$ cat src/sv/tprt_pkg.sv
// shared types and constants for the tunnel peer table router
// no dependencies; used by the entry memory, the core and the testbench
package tprt_pkg;

    // command codes of an input beat
    localparam logic [2:0] CMD_REGISTER   = 3'd0;
    localparam logic [2:0] CMD_PEER_DATA  = 3'd1;
    localparam logic [2:0] CMD_KEEPALIVE  = 3'd2;
    localparam logic [2:0] CMD_DISCONNECT = 3'd3;
    localparam logic [2:0] CMD_TICK       = 3'd4;
    localparam logic [2:0] CMD_LOCAL_DATA = 3'd5;

    // action codes of a result beat
    localparam logic [3:0] ACT_ASSIGN_NEW     = 4'd0;
    localparam logic [3:0] ACT_ASSIGN_REFRESH = 4'd1;
    localparam logic [3:0] ACT_TABLE_FULL     = 4'd2;
    localparam logic [3:0] ACT_POOL_EMPTY     = 4'd3;
    localparam logic [3:0] ACT_LOCAL          = 4'd4;
    localparam logic [3:0] ACT_FORWARD        = 4'd5;
    localparam logic [3:0] ACT_BCAST_LOCAL    = 4'd6;
    localparam logic [3:0] ACT_BCAST          = 4'd7;
    localparam logic [3:0] ACT_DROP           = 4'd8;
    localparam logic [3:0] ACT_PEER_LEFT      = 4'd9;
    localparam logic [3:0] ACT_KEEPALIVE_ACK  = 4'd10;
    localparam logic [3:0] ACT_IGNORED        = 4'd11;

    // configuration register indexes
    localparam logic [2:0] REG_POOL_FIRST = 3'd0;
    localparam logic [2:0] REG_POOL_LAST  = 3'd1;
    localparam logic [2:0] REG_SERVER_IP  = 3'd2;
    localparam logic [2:0] REG_BCAST_IP   = 3'd3;
    localparam logic [2:0] REG_TIMEOUT    = 3'd4;

    localparam logic [15:0] TIMEOUT_RESET  = 16'd30;
    localparam int unsigned MIN_PACKET_LEN = 20;

    typedef struct packed {
        logic [2:0]  command;
        logic [31:0] src_addr;
        logic [15:0] src_port;
        logic [31:0] dst_ip;
        logic [15:0] packet_length;
    } t_in_beat;

    typedef struct packed {
        logic [3:0]  action;
        logic [3:0]  peer_index;
        logic [31:0] virtual_ip;
        logic [31:0] peer_addr;
        logic [15:0] peer_port;
        logic        has_exclude;
        logic [3:0]  exclude_index;
        logic        last;
    } t_out_beat;

    // write strobes into the entry memory
    typedef struct packed {
        logic new_entry;
        logic refresh;
    } t_mem_we;

endpackage

$ cat src/sv/tprt_stream_if.sv
// valid/ready stream channel carrying one payload beat
// depends on nothing; payload type is set per instance
interface tprt_stream_if #(parameter type t_payload = logic);
    logic     valid;
    logic     ready;
    t_payload payload;

    modport source (output valid, output payload, input ready);
    modport sink   (input valid, input payload, output ready);
endinterface

$ cat src/sv/tprt_entry_mem.sv
// peer entry storage: virtual ip, real endpoint and last-seen time per slot
// depends on tprt_pkg; one write and one registered read per cycle
module tprt_entry_mem #(
    parameter int DEPTH = 16,
    parameter int AW    = 4
) (
    input  logic             i_clk,
    input  tprt_pkg::t_mem_we i_we,
    input  logic [AW-1:0]    i_wr_addr,
    input  logic [31:0]      i_wr_vip,
    input  logic [31:0]      i_wr_addr_ip,
    input  logic [15:0]      i_wr_port,
    input  logic [31:0]      i_wr_last,
    input  logic [AW-1:0]    i_rd_addr,
    output logic [31:0]      o_rd_vip,
    output logic [31:0]      o_rd_addr_ip,
    output logic [15:0]      o_rd_port,
    output logic [31:0]      o_rd_last
);
    logic [31:0] r_vip  [DEPTH];
    logic [31:0] r_addr [DEPTH];
    logic [15:0] r_port [DEPTH];
    logic [31:0] r_last [DEPTH];

    // writes: a new entry fills every field, a refresh only the time
    always_ff @(posedge i_clk) begin
        if (i_we.new_entry) begin
            r_vip[i_wr_addr]  <= i_wr_vip;
            r_addr[i_wr_addr] <= i_wr_addr_ip;
            r_port[i_wr_addr] <= i_wr_port;
        end
        if (i_we.new_entry || i_we.refresh) begin
            r_last[i_wr_addr] <= i_wr_last;
        end
    end

    // registered read
    always_ff @(posedge i_clk) begin
        o_rd_vip     <= r_vip[i_rd_addr];
        o_rd_addr_ip <= r_addr[i_rd_addr];
        o_rd_port    <= r_port[i_rd_addr];
        o_rd_last    <= r_last[i_rd_addr];
    end
endmodule

$ cat src/sv/tunnel_peer_table_router_core.sv
// Peer table and route decision for a tunnel server. Every command walks the
// table once, one slot per cycle through the entry memory read port (a tick
// can hold the walk while the result port is busy); a register that allocates
// a new address then tries pool candidates in turn, and a tick
// waits on the result port when it expires more than one peer. The next item
// is taken only once the result, if any, is in the output register.
// depends on tprt_pkg, tprt_stream_if and tprt_entry_mem
module tunnel_peer_table_router_core #(
    parameter int MAX_PEERS = 16
) (
    input  logic                i_clk,
    input  logic                i_rst_n,
    tprt_stream_if.sink         i_in,
    tprt_stream_if.source       o_out,
    input  logic                i_cfg_we,
    input  logic [2:0]          i_cfg_index,
    input  logic [31:0]         i_cfg_data
);
    localparam int IW = (MAX_PEERS > 1) ? $clog2(MAX_PEERS) : 1;
    localparam int KW = $clog2(MAX_PEERS + 1);
    localparam logic [IW-1:0] LAST_IDX = IW'(MAX_PEERS - 1);

    localparam logic [2:0] S_IDLE   = 3'd0;
    localparam logic [2:0] S_SCAN   = 3'd1;
    localparam logic [2:0] S_DECIDE = 3'd2;
    localparam logic [2:0] S_ALLOC  = 3'd3;
    localparam logic [2:0] S_EMIT   = 3'd4;
    localparam logic [2:0] S_TFIN   = 3'd5;

    // configuration registers
    logic [31:0] r_pool_first, r_pool_last, r_server_ip, r_bcast_ip;
    logic [15:0] r_timeout;

    always_ff @(posedge i_clk) begin
        if (!i_rst_n) begin
            r_pool_first <= '0;
            r_pool_last  <= '0;
            r_server_ip  <= '0;
            r_bcast_ip   <= '0;
            r_timeout    <= tprt_pkg::TIMEOUT_RESET;
        end else if (i_cfg_we) begin
            case (i_cfg_index)
                tprt_pkg::REG_POOL_FIRST: r_pool_first <= i_cfg_data;
                tprt_pkg::REG_POOL_LAST:  r_pool_last  <= i_cfg_data;
                tprt_pkg::REG_SERVER_IP:  r_server_ip  <= i_cfg_data;
                tprt_pkg::REG_BCAST_IP:   r_bcast_ip   <= i_cfg_data;
                tprt_pkg::REG_TIMEOUT:    r_timeout    <= i_cfg_data[15:0];
                default: ;
            endcase
        end
    end

    // sequencer and scan state
    logic [2:0]           r_state, n_state;
    logic [2:0]           r_cmd, n_cmd;
    logic [31:0]          r_src_addr, n_src_addr;
    logic [15:0]          r_src_port, n_src_port;
    logic [31:0]          r_dst, n_dst;
    logic                 r_short, n_short;
    logic [IW-1:0]        r_idx, n_idx;
    logic                 r_ep_hit, n_ep_hit;
    logic [IW-1:0]        r_ep_idx, n_ep_idx;
    logic [31:0]          r_ep_vip, n_ep_vip;
    logic                 r_vh, n_vh;
    logic [IW-1:0]        r_vh_idx, n_vh_idx;
    logic [31:0]          r_vh_addr, n_vh_addr;
    logic [15:0]          r_vh_port, n_vh_port;
    logic                 r_free_hit, n_free_hit;
    logic [IW-1:0]        r_free_idx, n_free_idx;
    logic [MAX_PEERS:0]   r_used, n_used;
    logic [KW-1:0]        r_k, n_k;
    logic [MAX_PEERS-1:0] r_active, n_active;
    logic [31:0]          r_now, n_now;
    logic                 r_out_v, n_out_v;
    tprt_pkg::t_out_beat  r_out, n_out;
    logic                 r_hold_v, n_hold_v;
    tprt_pkg::t_out_beat  r_hold, n_hold;
    tprt_pkg::t_out_beat  r_res, n_res;

    // entry memory
    tprt_pkg::t_mem_we mem_we;
    logic [IW-1:0]     mem_wr_addr;
    logic [31:0]       mem_wr_vip;
    logic [31:0]       rd_vip, rd_addr, rd_last;
    logic [15:0]       rd_port;

    tprt_entry_mem #(
        .DEPTH (MAX_PEERS),
        .AW    (IW)
    ) u_mem (
        .i_clk        (i_clk),
        .i_we         (mem_we),
        .i_wr_addr    (mem_wr_addr),
        .i_wr_vip     (mem_wr_vip),
        .i_wr_addr_ip (r_src_addr),
        .i_wr_port    (r_src_port),
        .i_wr_last    (r_now),
        .i_rd_addr    (n_idx),
        .o_rd_vip     (rd_vip),
        .o_rd_addr_ip (rd_addr),
        .o_rd_port    (rd_port),
        .o_rd_last    (rd_last)
    );

    // result beat builder
    function automatic tprt_pkg::t_out_beat mk_beat(
        input logic [3:0]    act,
        input logic          has_slot,
        input logic [IW-1:0] slot,
        input logic [31:0]   vip,
        input logic [31:0]   addr,
        input logic [15:0]   port,
        input logic          hasx,
        input logic [IW-1:0] xslot
    );
        tprt_pkg::t_out_beat b;
        logic [IW+3:0]       es;
        logic [IW+3:0]       ex;
        es = {4'b0000, slot};
        ex = {4'b0000, xslot};
        b = '0;
        b.action = act;
        if (has_slot) begin
            b.peer_index = es[3:0];
            b.virtual_ip = vip;
            b.peer_addr  = addr;
            b.peer_port  = port;
        end
        if (hasx) begin
            b.has_exclude   = 1'b1;
            b.exclude_index = ex[3:0];
        end
        return b;
    endfunction

    logic          out_free;
    logic          cur_active;
    logic          ep_match, vh_match, expire, scan_go;
    logic [31:0]   pool_diff;
    logic [32:0]   cand;
    logic [IW-1:0] zi;

    assign out_free   = !r_out_v || o_out.ready;
    assign cur_active = r_active[r_idx];
    assign zi         = '0;
    assign pool_diff  = rd_vip - r_pool_first;
    assign cand       = {1'b0, r_pool_first} + {{(33-KW){1'b0}}, r_k};
    assign ep_match   = cur_active && rd_addr == r_src_addr && rd_port == r_src_port;
    assign vh_match   = cur_active && rd_vip == r_dst;
    assign expire     = cur_active && (r_now - rd_last) > {16'b0, r_timeout};
    // a tick that expires a second peer waits until the held beat can move
    assign scan_go    = !(r_cmd == tprt_pkg::CMD_TICK && expire && r_hold_v && !out_free);

    assign i_in.ready    = (r_state == S_IDLE);
    assign o_out.valid   = r_out_v;
    assign o_out.payload = r_out;

    always_comb begin
        n_state    = r_state;
        n_cmd      = r_cmd;
        n_src_addr = r_src_addr;
        n_src_port = r_src_port;
        n_dst      = r_dst;
        n_short    = r_short;
        n_idx      = r_idx;
        n_ep_hit   = r_ep_hit;
        n_ep_idx   = r_ep_idx;
        n_ep_vip   = r_ep_vip;
        n_vh       = r_vh;
        n_vh_idx   = r_vh_idx;
        n_vh_addr  = r_vh_addr;
        n_vh_port  = r_vh_port;
        n_free_hit = r_free_hit;
        n_free_idx = r_free_idx;
        n_used     = r_used;
        n_k        = r_k;
        n_active   = r_active;
        n_now      = r_now;
        n_hold_v   = r_hold_v;
        n_hold     = r_hold;
        n_res      = r_res;
        n_out_v    = r_out_v;
        n_out      = r_out;
        mem_we      = '0;
        mem_wr_addr = r_ep_idx;
        mem_wr_vip  = cand[31:0];

        // output register drains
        if (r_out_v && o_out.ready) begin
            n_out_v = 1'b0;
        end

        unique case (r_state)
            S_IDLE: begin
                if (i_in.valid) begin
                    n_cmd      = i_in.payload.command;
                    n_src_addr = i_in.payload.src_addr;
                    n_src_port = i_in.payload.src_port;
                    n_dst      = i_in.payload.dst_ip;
                    n_short    = i_in.payload.packet_length
                                 < 16'(tprt_pkg::MIN_PACKET_LEN);
                    n_idx      = '0;
                    n_ep_hit   = 1'b0;
                    n_vh       = 1'b0;
                    n_free_hit = 1'b0;
                    n_used     = '0;
                    n_k        = '0;
                    n_hold_v   = 1'b0;
                    if (i_in.payload.command == tprt_pkg::CMD_TICK) begin
                        n_now = r_now + 32'd1;
                    end
                    n_state = S_SCAN;
                end
            end

            // one slot per cycle unless held: endpoint, vip, free, pool use, expiry
            S_SCAN: begin
                if (scan_go) begin
                    if (ep_match && !r_ep_hit) begin
                        n_ep_hit = 1'b1;
                        n_ep_idx = r_idx;
                        n_ep_vip = rd_vip;
                    end
                    if (vh_match && !r_vh) begin
                        n_vh      = 1'b1;
                        n_vh_idx  = r_idx;
                        n_vh_addr = rd_addr;
                        n_vh_port = rd_port;
                    end
                    if (!cur_active && !r_free_hit) begin
                        n_free_hit = 1'b1;
                        n_free_idx = r_idx;
                    end
                    if (cur_active && rd_vip >= r_pool_first
                        && pool_diff <= 32'(MAX_PEERS)) begin
                        n_used[pool_diff[KW-1:0]] = 1'b1;
                    end
                    if (r_cmd == tprt_pkg::CMD_TICK && expire) begin
                        n_active[r_idx] = 1'b0;
                        if (r_hold_v) begin
                            n_out_v = 1'b1;
                            n_out   = r_hold;
                        end
                        n_hold_v = 1'b1;
                        n_hold   = mk_beat(tprt_pkg::ACT_PEER_LEFT, 1'b1, r_idx,
                                           rd_vip, rd_addr, rd_port, 1'b0, zi);
                    end
                    if (r_idx == LAST_IDX) begin
                        n_state = (r_cmd == tprt_pkg::CMD_TICK) ? S_TFIN : S_DECIDE;
                    end else begin
                        n_idx = r_idx + IW'(1);
                    end
                end
            end

            // route and table decision from the scan records
            S_DECIDE: begin
                n_state = S_EMIT;
                n_res   = mk_beat(tprt_pkg::ACT_IGNORED, 1'b0, zi, '0, '0, '0, 1'b0, zi);
                case (r_cmd)
                    tprt_pkg::CMD_REGISTER: begin
                        if (r_ep_hit) begin
                            mem_we.refresh = 1'b1;
                            n_res = mk_beat(tprt_pkg::ACT_ASSIGN_REFRESH, 1'b1, r_ep_idx,
                                            r_ep_vip, r_src_addr, r_src_port, 1'b0, zi);
                        end else if (!r_free_hit) begin
                            n_res = mk_beat(tprt_pkg::ACT_TABLE_FULL, 1'b0, zi,
                                            '0, '0, '0, 1'b0, zi);
                        end else begin
                            n_state = S_ALLOC;
                        end
                    end
                    tprt_pkg::CMD_PEER_DATA: begin
                        if (r_short || r_dst == '0 || !r_ep_hit) begin
                            n_res = mk_beat(tprt_pkg::ACT_DROP, 1'b0, zi,
                                            '0, '0, '0, 1'b0, zi);
                        end else if (r_dst == r_server_ip) begin
                            n_res = mk_beat(tprt_pkg::ACT_LOCAL, 1'b0, zi,
                                            '0, '0, '0, 1'b0, zi);
                        end else if (r_dst == r_bcast_ip) begin
                            n_res = mk_beat(tprt_pkg::ACT_BCAST_LOCAL, 1'b0, zi,
                                            '0, '0, '0, 1'b1, r_ep_idx);
                        end else if (r_vh) begin
                            n_res = mk_beat(tprt_pkg::ACT_FORWARD, 1'b1, r_vh_idx,
                                            r_dst, r_vh_addr, r_vh_port, 1'b0, zi);
                        end else begin
                            n_res = mk_beat(tprt_pkg::ACT_DROP, 1'b0, zi,
                                            '0, '0, '0, 1'b0, zi);
                        end
                    end
                    tprt_pkg::CMD_KEEPALIVE: begin
                        if (r_ep_hit) begin
                            mem_we.refresh = 1'b1;
                            n_res = mk_beat(tprt_pkg::ACT_KEEPALIVE_ACK, 1'b1, r_ep_idx,
                                            r_ep_vip, r_src_addr, r_src_port, 1'b0, zi);
                        end
                    end
                    tprt_pkg::CMD_DISCONNECT: begin
                        if (r_ep_hit) begin
                            n_active[r_ep_idx] = 1'b0;
                            n_res = mk_beat(tprt_pkg::ACT_PEER_LEFT, 1'b1, r_ep_idx,
                                            r_ep_vip, r_src_addr, r_src_port, 1'b0, zi);
                        end
                    end
                    tprt_pkg::CMD_LOCAL_DATA: begin
                        if (r_dst == '0) begin
                            n_res = mk_beat(tprt_pkg::ACT_DROP, 1'b0, zi,
                                            '0, '0, '0, 1'b0, zi);
                        end else if (r_dst == r_bcast_ip) begin
                            n_res = mk_beat(tprt_pkg::ACT_BCAST, 1'b0, zi,
                                            '0, '0, '0, 1'b0, zi);
                        end else if (r_vh) begin
                            n_res = mk_beat(tprt_pkg::ACT_FORWARD, 1'b1, r_vh_idx,
                                            r_dst, r_vh_addr, r_vh_port, 1'b0, zi);
                        end else begin
                            n_res = mk_beat(tprt_pkg::ACT_DROP, 1'b0, zi,
                                            '0, '0, '0, 1'b0, zi);
                        end
                    end
                    default: ;
                endcase
            end

            // lowest pool address not in use, one candidate per cycle
            S_ALLOC: begin
                if (cand > {1'b0, r_pool_last}) begin
                    n_res   = mk_beat(tprt_pkg::ACT_POOL_EMPTY, 1'b0, zi,
                                      '0, '0, '0, 1'b0, zi);
                    n_state = S_EMIT;
                end else if (!r_used[r_k]) begin
                    mem_we.new_entry = 1'b1;
                    mem_wr_addr      = r_free_idx;
                    n_active[r_free_idx] = 1'b1;
                    n_res   = mk_beat(tprt_pkg::ACT_ASSIGN_NEW, 1'b1, r_free_idx,
                                      cand[31:0], r_src_addr, r_src_port, 1'b0, zi);
                    n_state = S_EMIT;
                end else begin
                    n_k = r_k + KW'(1);
                end
            end

            // single result beat, always the final one
            S_EMIT: begin
                if (out_free) begin
                    n_out_v   = 1'b1;
                    n_out     = r_res;
                    n_out.last = 1'b1;
                    n_state   = S_IDLE;
                end
            end

            // tick end: the held beat becomes the final one
            S_TFIN: begin
                if (!r_hold_v) begin
                    n_state = S_IDLE;
                end else if (out_free) begin
                    n_out_v    = 1'b1;
                    n_out      = r_hold;
                    n_out.last = 1'b1;
                    n_hold_v   = 1'b0;
                    n_state    = S_IDLE;
                end
            end

            default: n_state = S_IDLE;
        endcase
    end

    // control state
    always_ff @(posedge i_clk) begin
        if (!i_rst_n) begin
            r_state  <= S_IDLE;
            r_active <= '0;
            r_now    <= '0;
            r_out_v  <= 1'b0;
            r_hold_v <= 1'b0;
        end else begin
            r_state  <= n_state;
            r_active <= n_active;
            r_now    <= n_now;
            r_out_v  <= n_out_v;
            r_hold_v <= n_hold_v;
        end
    end

    // payload and scan records
    always_ff @(posedge i_clk) begin
        r_cmd      <= n_cmd;
        r_src_addr <= n_src_addr;
        r_src_port <= n_src_port;
        r_dst      <= n_dst;
        r_short    <= n_short;
        r_idx      <= n_idx;
        r_ep_hit   <= n_ep_hit;
        r_ep_idx   <= n_ep_idx;
        r_ep_vip   <= n_ep_vip;
        r_vh       <= n_vh;
        r_vh_idx   <= n_vh_idx;
        r_vh_addr  <= n_vh_addr;
        r_vh_port  <= n_vh_port;
        r_free_hit <= n_free_hit;
        r_free_idx <= n_free_idx;
        r_used     <= n_used;
        r_k        <= n_k;
        r_hold     <= n_hold;
        r_res      <= n_res;
        r_out      <= n_out;
    end
endmodule

$ cat src/flat_wrapper.sv
// flat-port wrapper written by rule: the top's interface ports become plain ports
module tunnel_peer_table_router_core_flat 
#(
    parameter int MAX_PEERS = 16
)
  (i_clk, i_rst_n, i_cfg_we, i_cfg_index, i_cfg_data, i_in_valid, i_in_payload, i_in_ready, o_out_valid, o_out_payload, o_out_ready);
  tprt_stream_if #(.t_payload(tprt_pkg::t_in_beat)) i_in_i ();
  tprt_stream_if #(.t_payload(tprt_pkg::t_out_beat)) o_out_i ();
  input  logic i_clk;
  input  logic i_rst_n;
  input  logic i_cfg_we;
  input  logic [2:0] i_cfg_index;
  input  logic [31:0] i_cfg_data;
  input wire logic [$bits(i_in_i.valid)-1:0] i_in_valid;
  input wire logic [$bits(i_in_i.payload)-1:0] i_in_payload;
  output wire logic [$bits(i_in_i.ready)-1:0] i_in_ready;
  output wire logic [$bits(o_out_i.valid)-1:0] o_out_valid;
  output wire logic [$bits(o_out_i.payload)-1:0] o_out_payload;
  input wire logic [$bits(o_out_i.ready)-1:0] o_out_ready;
  assign i_in_i.valid = i_in_valid;
  assign i_in_i.payload = i_in_payload;
  assign i_in_ready = i_in_i.ready;
  assign o_out_valid = o_out_i.valid;
  assign o_out_payload = o_out_i.payload;
  assign o_out_i.ready = o_out_ready;
  tunnel_peer_table_router_core #(.MAX_PEERS(MAX_PEERS)) u_core (.i_clk(i_clk), .i_rst_n(i_rst_n), .i_in(i_in_i), .o_out(o_out_i), .i_cfg_we(i_cfg_we), .i_cfg_index(i_cfg_index), .i_cfg_data(i_cfg_data));
endmodule
$ cat config.mk
export PLATFORM = sky130hd
export DESIGN_NAME = tunnel_peer_table_router_core_flat
export DESIGN_NICKNAME = d
export VERILOG_FILES = /design/src/sv/tprt_pkg.sv /design/src/sv/tprt_stream_if.sv /design/src/sv/tprt_entry_mem.sv /design/src/sv/tunnel_peer_table_router_core.sv /design/src/flat_wrapper.sv
export SDC_FILE = /design/constraint.sdc
export NUM_CORES = 2
export LEC_CHECK = 0
export CORE_AREA = 2 2 579 581
export DETAILED_ROUTE_END_ITERATION = 10
export DIE_AREA = 0 0 581 583
export DONT_BUFFER_PORTS = 1
export PLACE_DENSITY = 0.52
export RECOVER_POWER = 100
export SETUP_SLACK_MARGIN = 0.4
export SYNTH_ARGS = -nofsm -noshare
export SYNTH_HDL_FRONTEND = slang
export SYNTH_HIERARCHICAL = 1
export SYNTH_SLANG_ARGS = --single-unit
$ cat constraint.sdc
create_clock -name i_clk -period 15.6 [get_ports i_clk]
set_input_delay 2.34 -clock i_clk [delete_from_list [all_inputs] [get_ports i_clk]]
set_output_delay 2.34 -clock i_clk [all_outputs]
set_load 0.005 [all_outputs]
## After elaboration in Yosys (flattened, before gate mapping)

Memories as Yosys holds them, arrays and structs flattened. A register that Yosys moved wholly into a read port is not among the register bits.
Cells that the tools add are included.

| storage, ports and cells | value |
|---|---|
| flip-flop bits (word level) | 673 |
| latch bits | 0 |
| RAM bits | 1792 |
| bits in read-only memories | 0 |
| input port bits | 139 |
| output and inout port bits | 96 |
| word-level logic and storage cells | 274 |
| memories | 4 |

| cells by class | value |
|---|---|
| add/sub/neg operators | 6 |
| $mul | 0 |
| divide/modulo/power cells | 0 |
| magnitude comparators | 14 |
| eq/ne operators | 39 |
| shift operators | 0 |
| mux-type cells | 99 |
| bitwise gates (word level) | 7 |
| reduce and logical (&&, ||, !) cells | 59 |

Memories:

| memory | words | bits a word | rd ports | clocked after Yosys merged registers in | write ports | line | text |
|---|---|---|---|---|---|---|---|
| u_core.u_mem.r_addr | 16 | 32 | 1 | 1 | 1 | tprt_entry_mem.sv:21 | `logic [31:0] r_addr [DEPTH];` |
| u_core.u_mem.r_last | 16 | 32 | 1 | 1 | 1 | tprt_entry_mem.sv:23 | `logic [31:0] r_last [DEPTH];` |
| u_core.u_mem.r_vip | 16 | 32 | 1 | 1 | 1 | tprt_entry_mem.sv:20 | `logic [31:0] r_vip [DEPTH];` |
| u_core.u_mem.r_port | 16 | 16 | 1 | 1 | 1 | tprt_entry_mem.sv:22 | `logic [15:0] r_port [DEPTH];` |

Operators by type and width:

| cell | count |
|---|---|
| $mux 94 | 16 |
| $pmux 94 s5 | 1 |
| $pmux 94 s3 | 1 |
| $pmux 94 s2 | 1 |
| $eq 32x32->1 | 4 |
| $mux 16 | 6 |
| $mux 92 | 1 |
| $mux 91 | 1 |
| $sub 32x32->32 | 2 |
| $mux 17 | 3 |
| $pmux 16 s3 | 1 |
| $pmux 17 s2 | 1 |
| $add 32x5->33 | 1 |
| $gt 33x32->1 | 1 |
| $mux 1 | 33 |
| $mux 3 | 11 |
| $add 32x1->32 const B | 1 |
| $and 16x16->16 | 2 |
| $ge 32x32->1 | 1 |
| $gt 32x16->1 | 1 |
| $le 32x5->1 const B | 1 |
| $logic_not 32->1 | 1 |
| $not 16->16 | 2 |
| $reduce_and 4->1 | 7 |
| other kinds (39) | 124 |

## Logic depth before layout (Yosys ltp)

| depth | value |
|---|---|
| word-level depth | 9 |
| mapped depth | 28 |
| gate-level depth less buffers | 25 |

## By module

Netlist, hierarchy kept.

Modules (own cells, without submodules):

| module | instances | cells each | area each (um2) | sequential area each (um2) |
|---|---|---|---|---|
| tprt_entry_mem | 1 | 2891 | 69223.9 | 56053.8 |
| tunnel_peer_table_router_core | 1 | 3046 | 33567.2 | 18197.5 |

## Worst setup path after synthesis

No wires, ideal clock.

| timing | value |
|---|---|
| kind | flip-flop to flip-flop |
| start point | register u_core.r_k[0] |
| end point | register u_core/r_res[10] (netlist bit), enable pin |
| library setup time | 0.673 ns |
| arrival time | 10.347 ns |
| required time | 14.927 ns |
| setup slack | 4.580 ns |
| stages on the path, launching flop included | 19 |
| path buffers | 0 |
| clock period less this slack | 11.020 ns |
| cells stage by stage | edfxtp_1 -> ha_1 -> fa_1 -> a21oi_1 -> o21bai_1 -> a21oi_1 -> nor2_1 -> nand2_1 -> nor3_1 -> xnor2_1 -> ha_1 -> nand4_1 -> nor4bb_1 -> a221oi_1 -> o221ai_1 -> a2111oi_0 -> o21ai_2 -> nor2b_1 -> o21ai_0 |

| between the ends | value |
|---|---|
| cells in the longest elaborated chain, start to end | 4 |
| elaborated cells on any way between the ends | 6 |
| classes of those cells | add/sub (1); order compare (1); eq/ne (1); mux (2); reduce/logical (1) |

RTL lines:

| item | line | text |
|---|---|---|
| start: declaration | tunnel_peer_table_router_core.sv:71 | `logic [KW-1:0] r_k, n_k;` |
| start signal: assignment | tunnel_peer_table_router_core.sv:404 | `r_k <= n_k;` |
| $add 32x5->33 | tunnel_peer_table_router_core.sv:147 | `assign cand = {1'b0, r_pool_first} + {{(33-KW){1'b0}}, r_k};` |
| net u_core.cand[16] | tunnel_peer_table_router_core.sv:140 | `logic [32:0] cand;` |
| $gt 33x32->1 | tunnel_peer_table_router_core.sv:326 | `if (cand > {1'b0, r_pool_last}) begin` |
| $ne 3x2->1 (no line) | n/a |  |
| $reduce_and 2->1 (no line) | n/a |  |
| end signal: assignment | tunnel_peer_table_router_core.sv:406 | `r_res <= n_res;` |
| end: declaration | tunnel_peer_table_router_core.sv:78 | `tprt_pkg::t_out_beat r_res, n_res;` |

The timed path passes the listed nets, and every way through them passes these cells. The select of a mux whose other input is x is not followed.
A chain may end at the register's enable or synchronous reset.

## Final worst setup path

| timing | value |
|---|---|
| start point | register u_core.r_k[0] |
| end point | memory u_core.u_mem.r_port[10][15], enable pin |

| between the ends | value |
|---|---|
| elaborated cells on any way between the ends | 12 |
| classes of those cells | add/sub (1); order compare (1); mux (10) |

RTL lines:

| item | line | text |
|---|---|---|
| $add 32x5->33 | tunnel_peer_table_router_core.sv:147 |  |
| net u_core.cand[26] | tunnel_peer_table_router_core.sv:140 |  |
| $gt 33x32->1 | tunnel_peer_table_router_core.sv:326 |  |
| $mux 4 | tunnel_peer_table_router_core.sv:326 |  |
| $mux 4 | tunnel_peer_table_router_core.sv:193 | `unique case (r_state)` |
| net u_core.mem_wr_addr[3] | tunnel_peer_table_router_core.sv:82 | `logic [IW-1:0] mem_wr_addr;` |
| end: declaration | tprt_entry_mem.sv:22 |  |

The timed path passes the listed nets, and every way through them passes these cells. The select of a mux whose other input is x is not followed.

==> results.txt <==
----------------------------------------------------
[Pwr]
  Switching power share of the total ... 0.274
  Clock network fraction of total power ... 0.368
  Internal power consumption ... 13.1 mW
  Peak supply drop ... ~140 µV
  Register share of total power ... 0.450
  Net switching power figure ... between 4 and 5 mW
  Power per standard cell area ... 155 mW/mm²
  Leakage power of the design ... about 35 nW
  Total chip power ... 18.1 mW
  Part of the power in combinational logic ... 0.182

[Final layout]
  Most frequent standard cell in the layout excluding fill and tap cells ... sky130_fd_sc_hd__edfxtp_1
  Area growth from synthesis to layout ... 13.8%
  Most frequent cells in the layout ... 2264 x sky130_fd_sc_hd__edfxtp_1, 526 x sky130_fd_sc_hd__nand2_1, 458 x sky130_fd_sc_hd__mux4_2
  Fin area ... 0.117 mm²
  Multi-input gate area ... 0.0266 mm²
  Fill cells ... 31.2k
  Register cell area after layout ... 0.0743 mm²
  Final Instance Count excl. Fillers ... 10.7k
  NumNets Final ... 6290
  Proportion of layout cells with a drive suffix above 1 ... 0.163

[CTS]
  CTS sink count ... 2577
  Root Buffer ... sky130_fd_sc_hd__clkbuf_16
  Maximum buffer depth of the clock tree ... 4
  Post-CTS setup buffer count ... 0
  Total number of H-tree levels ... 5
  Clock tree from TritonCTS ... built
  Clock transition at path regs ... about 0.06 ns
  Hold bufs inserted after CTS ... 0
  Number of clock buffers inserted by TritonCTS ... 290
  Clk_lat worst skew ... 0.91 ns
  Number of gates given a new drive strength after cts ... 0

[STA]
  Tmin final ... about 12 ns
  Headroom to the max-slew limit ... -2.16
  Final-report setup violation count ... 0
  Maximum frequency from static timing analysis ... 82.0 MHz
  Number of slew-limit violations in the final report ... around 2k
  RSZ-0062 raised after global routing ... no
  Final hold violation count ... 0
  Final setup skew ... 0.0801 ns
  Post-route fraction of the period consumed by the critical path ... 0.782
  Slew at the pin closest to its max-slew limit ... about 4.7 ns
  Aggregate negative setup slack ... 0 ns

[Place]
  Placed Area ... 0.108 mm²
  Port Buffers ... 0
  GPL Wtd Cong ... 0.853
  HPWL reported at the end of detailed placement ... 166000 µm
  Post-Place Cells ... between 10k and 15k

[Worst setup path]
  Worst path required time ... approximately 16 ns
  Setup Crit Path Kind ... reg -> reg
  Startpoint class of the critical path ... register
  Data arrival time of the critical path ... ~13 ns
  Sort of element at the end of the critical path ... register
  Max Fanout on Critical Path ... 43

[Run status]
  Failing checks ... max-capacitance violations, max-slew violations
  Status ... finished with violations

[Logic synthesis]
  Top cells by area, synth ... sky130_fd_sc_hd__edfxtp_1 66%, sky130_fd_sc_hd__mux4_2 10%, sky130_fd_sc_hd__dfxtp_1 6.1%
  Main combinational cell family by area after synthesis ... multiplexers
  Cell type with the largest total area after synthesis ... sky130_fd_sc_hd__edfxtp_1
  Post-synthesis sequential area ratio ... 0.722
  Nets in the synthesized netlist ... 6201
  Count of synthesis-stage warnings from yosys ... 6
  Synthesized-area fraction occupied by ao, oa, aoi and oai cells ... 0.0607
  Fraction of the mapped netlist area in simple logic gates ... 0.0503
  Fraction of synthesized cell area taken by the top area cell type ... 0.661
  Share of flip-flops with an asynchronous set or reset after synthesis ... 0
  Flip-flop and latch count after synthesis ... 2577
  Leading register cell type out of synthesis ... sky130_fd_sc_hd__edfxtp_1
  Proportion of synthesized area in mux cells ... 0.111
  Area share of xor/xnor cells in the synthesized design ... 0.0202
  Mean instance size in the synthesized netlist ... 17.3 µm²
  Arithmetic-cell share of the synthesized area counting full adders, half adders and majority gates ... 0.0154
  Number of library cell types mapped by synthesis ... 99
  Number of enable flip-flop cells after synthesis ... 2264
  Area of the mapped netlist ... 0.103 mm²
  Post-Synthesis Cells ... 5937

[Drt]
  Number of vias after detailed routing ... 55.0k
  Number of nets still failing antenna checks after routing ... 0
  Total Routed Length ... 287000 µm
  Via-to-Cell Ratio ... 5.16
  Pre-Repair DR Iteration Count ... 5
  WL/cell ... ~27 µm
  Violation count after the first detailed-routing iteration ... just over 5k
  Total DRC errors in the routed layout ... 0

[Die]
  Core Region ... 0.332 mm²
  Number of ports placed on the die boundary ... 235
  Overall die height ... 583 µm
  Die ar. ... ~0.34 mm²
  Row count ... 212
  Width of the die ... 581 µm
  Starting Density ... 0.309

[Global route]
  Tot GR Track Use ... 0.166
  Pin count of the biggest net entering global routing ... 197
  Number of antenna violations at the first check in global routing ... 35
  Vias in the first global route ... 55.7k
  Global route total overflow ... 0
  Global-route wire length before repair ... between 400000 and 500000 µm

[Run]
  Number of maximum-capacitance constraint violations ... 64

[Min path]
  Worst min-delay path category ... reg -> reg

----------------------------------------------------
## per-stage QoR
stage	util	setup slack, ns	hold WS [ns]
2_1_floorplan	-	4.58	0.443
3_3_place_gp	0.326	6.04	0.455
3_5_place_dp	0.326	6.02	0.458
4_1_cts	0.354	5.95	0.466
5_1_grt	0.352	2.65	0.486
6_report	0.352	3.41	0.462
## metal layers
metal,global-route usage,up-vias,share of wire
li1,-,23600,-
met5,0,-,0.00012
met1,0.228,29100,0.44
met4,0.0488,6,0.028
met3,0.0259,415,0.059
met2,0.272,1831,0.48
## synth_stat cells, types with 12 or more instances
cell	count
sky130_fd_sc_hd__nor3_1	33
sky130_fd_sc_hd__o211ai_1	18
sky130_fd_sc_hd__a21o_1	26
sky130_fd_sc_hd__o22ai_1	16
sky130_fd_sc_hd__mux4_2	458
sky130_fd_sc_hd__buf_1	47
sky130_fd_sc_hd__edfxtp_1	2264
sky130_fd_sc_hd__a22o_1	48
sky130_fd_sc_hd__buf_2	29
sky130_fd_sc_hd__nor2b_1	29
sky130_fd_sc_hd__nand3_1	64
sky130_fd_sc_hd__dfxtp_1	313
sky130_fd_sc_hd__and2_1	49
sky130_fd_sc_hd__xor2_1	104
sky130_fd_sc_hd__xnor2_1	133
sky130_fd_sc_hd__clkbuf_1	208
sky130_fd_sc_hd__mux2_2	84
sky130_fd_sc_hd__and3_1	25
sky130_fd_sc_hd__o21ai_0	66
sky130_fd_sc_hd__nor2_1	162
sky130_fd_sc_hd__ha_1	122
sky130_fd_sc_hd__buf_4	40
sky130_fd_sc_hd__a21oi_1	105
sky130_fd_sc_hd__o31ai_1	13
sky130_fd_sc_hd__inv_1	154
sky130_fd_sc_hd__o21bai_1	12
sky130_fd_sc_hd__nor4_1	47
sky130_fd_sc_hd__nand2_1	526
sky130_fd_sc_hd__a21boi_0	147
sky130_fd_sc_hd__a31oi_1	25
sky130_fd_sc_hd__mux2i_1	13
sky130_fd_sc_hd__nand4_1	61
sky130_fd_sc_hd__o2bb2ai_1	29
sky130_fd_sc_hd__a22oi_1	264
sky130_fd_sc_hd__nand2b_1	21
## area by class of cell
type,count,share of cell area
sequential,2577,0.635
multi-input combinational,2873,0.227
clock buffer,395,0.0680
tap,4387,0.0469
clock inverter,137,0.0113
timing repair buffer,128,0.00611
inverter,156,0.00503
antenna,11,0.000235
## sequential cells by signal, summed over array words and instances, names as in the netlist, 17 cells and up
register	count
u_core/u_mem/r_addr	512
u_core/u_mem/r_last	512
u_core/u_mem/r_vip	512
u_core/u_mem/r_port	256
u_core/o_out.payload	94
u_core/r_res	93
u_core/r_hold	84
u_core/r_bcast_ip	32
u_core/r_dst	32
u_core/r_ep_vip	32
u_core/r_now	32
u_core/r_pool_first	32
u_core/r_pool_last	32
u_core/r_server_ip	32
u_core/r_src_addr	32
u_core/r_vh_addr	32
u_core/u_mem/o_rd_addr_ip	32
u_core/u_mem/o_rd_last	32
u_core/u_mem/o_rd_vip	32
u_core/r_used	17
## power by group through the flow
stage,Combinational [mW],Clock (mW),Sequential (mW)
finish,3.29,6.65,8.14
global route,3.57,7.08,8.16
CTS,3.33,6.83,8.15
floorplan,2.57,0,8.05
global placement,3.33,0,8.28
detailed placement,3.32,0,8.29
## final timing paths
check	start	endpoint	slack, ns	depth (start not counted)
min reg2reg	u_core/r_pool_last[24]	u_core/r_pool_last[24]	0.46	2
max reg2reg	u_core/r_k[0]	u_core/u_mem/r_port[10][15]	3.41	23
min	u_core/r_pool_last[24]	u_core/r_pool_last[24]	0.46	2
max	u_core/r_k[0]	u_core/u_mem/r_port[10][15]	3.41	23
## worst max-delay path, cell delays in order, from the launching register on
cell	delay, ns
sky130_fd_sc_hd__edfxtp_1	0.63
sky130_fd_sc_hd__ha_1	0.28
sky130_fd_sc_hd__fa_1	0.22
sky130_fd_sc_hd__a21oi_1	0.08
sky130_fd_sc_hd__o21bai_1	0.19
sky130_fd_sc_hd__a21oi_1	0.17
sky130_fd_sc_hd__nor4_1	1.28
sky130_fd_sc_hd__nand3_1	0.22
sky130_fd_sc_hd__xnor2_1	0.21
sky130_fd_sc_hd__clkbuf_1	0.74
sky130_fd_sc_hd__ha_1	0.39
sky130_fd_sc_hd__a21oi_1	0.14
sky130_fd_sc_hd__nor2b_1	0.06
sky130_fd_sc_hd__o21ai_0	0.16
sky130_fd_sc_hd__nand2_1	0.12
sky130_fd_sc_hd__a2111oi_0	0.47
sky130_fd_sc_hd__o21ai_0	0.70
sky130_fd_sc_hd__or3_1	0.79
sky130_fd_sc_hd__o21ai_0	0.49
sky130_fd_sc_hd__nor2b_1	0.22
sky130_fd_sc_hd__nand2_1	0.30
sky130_fd_sc_hd__nor2_4	0.15
sky130_fd_sc_hd__clkbuf_1	2.65
sky130_fd_sc_hd__buf_4	1.05
## cell families (layout without fill, tap and decap cells)
logic type	count (synthesis)	in the layout
flip-flops	2577	2577
AND/OR/NAND/NOR	1090	1090
AO/OA/AOI/OAI	865	865
multiplexers	556	556
buffers and inverters	487	816
XOR/XNOR	237	237
adder cells (fa/ha/maj)	125	125
other	0	11
Power figures use the tool's default switching activity.
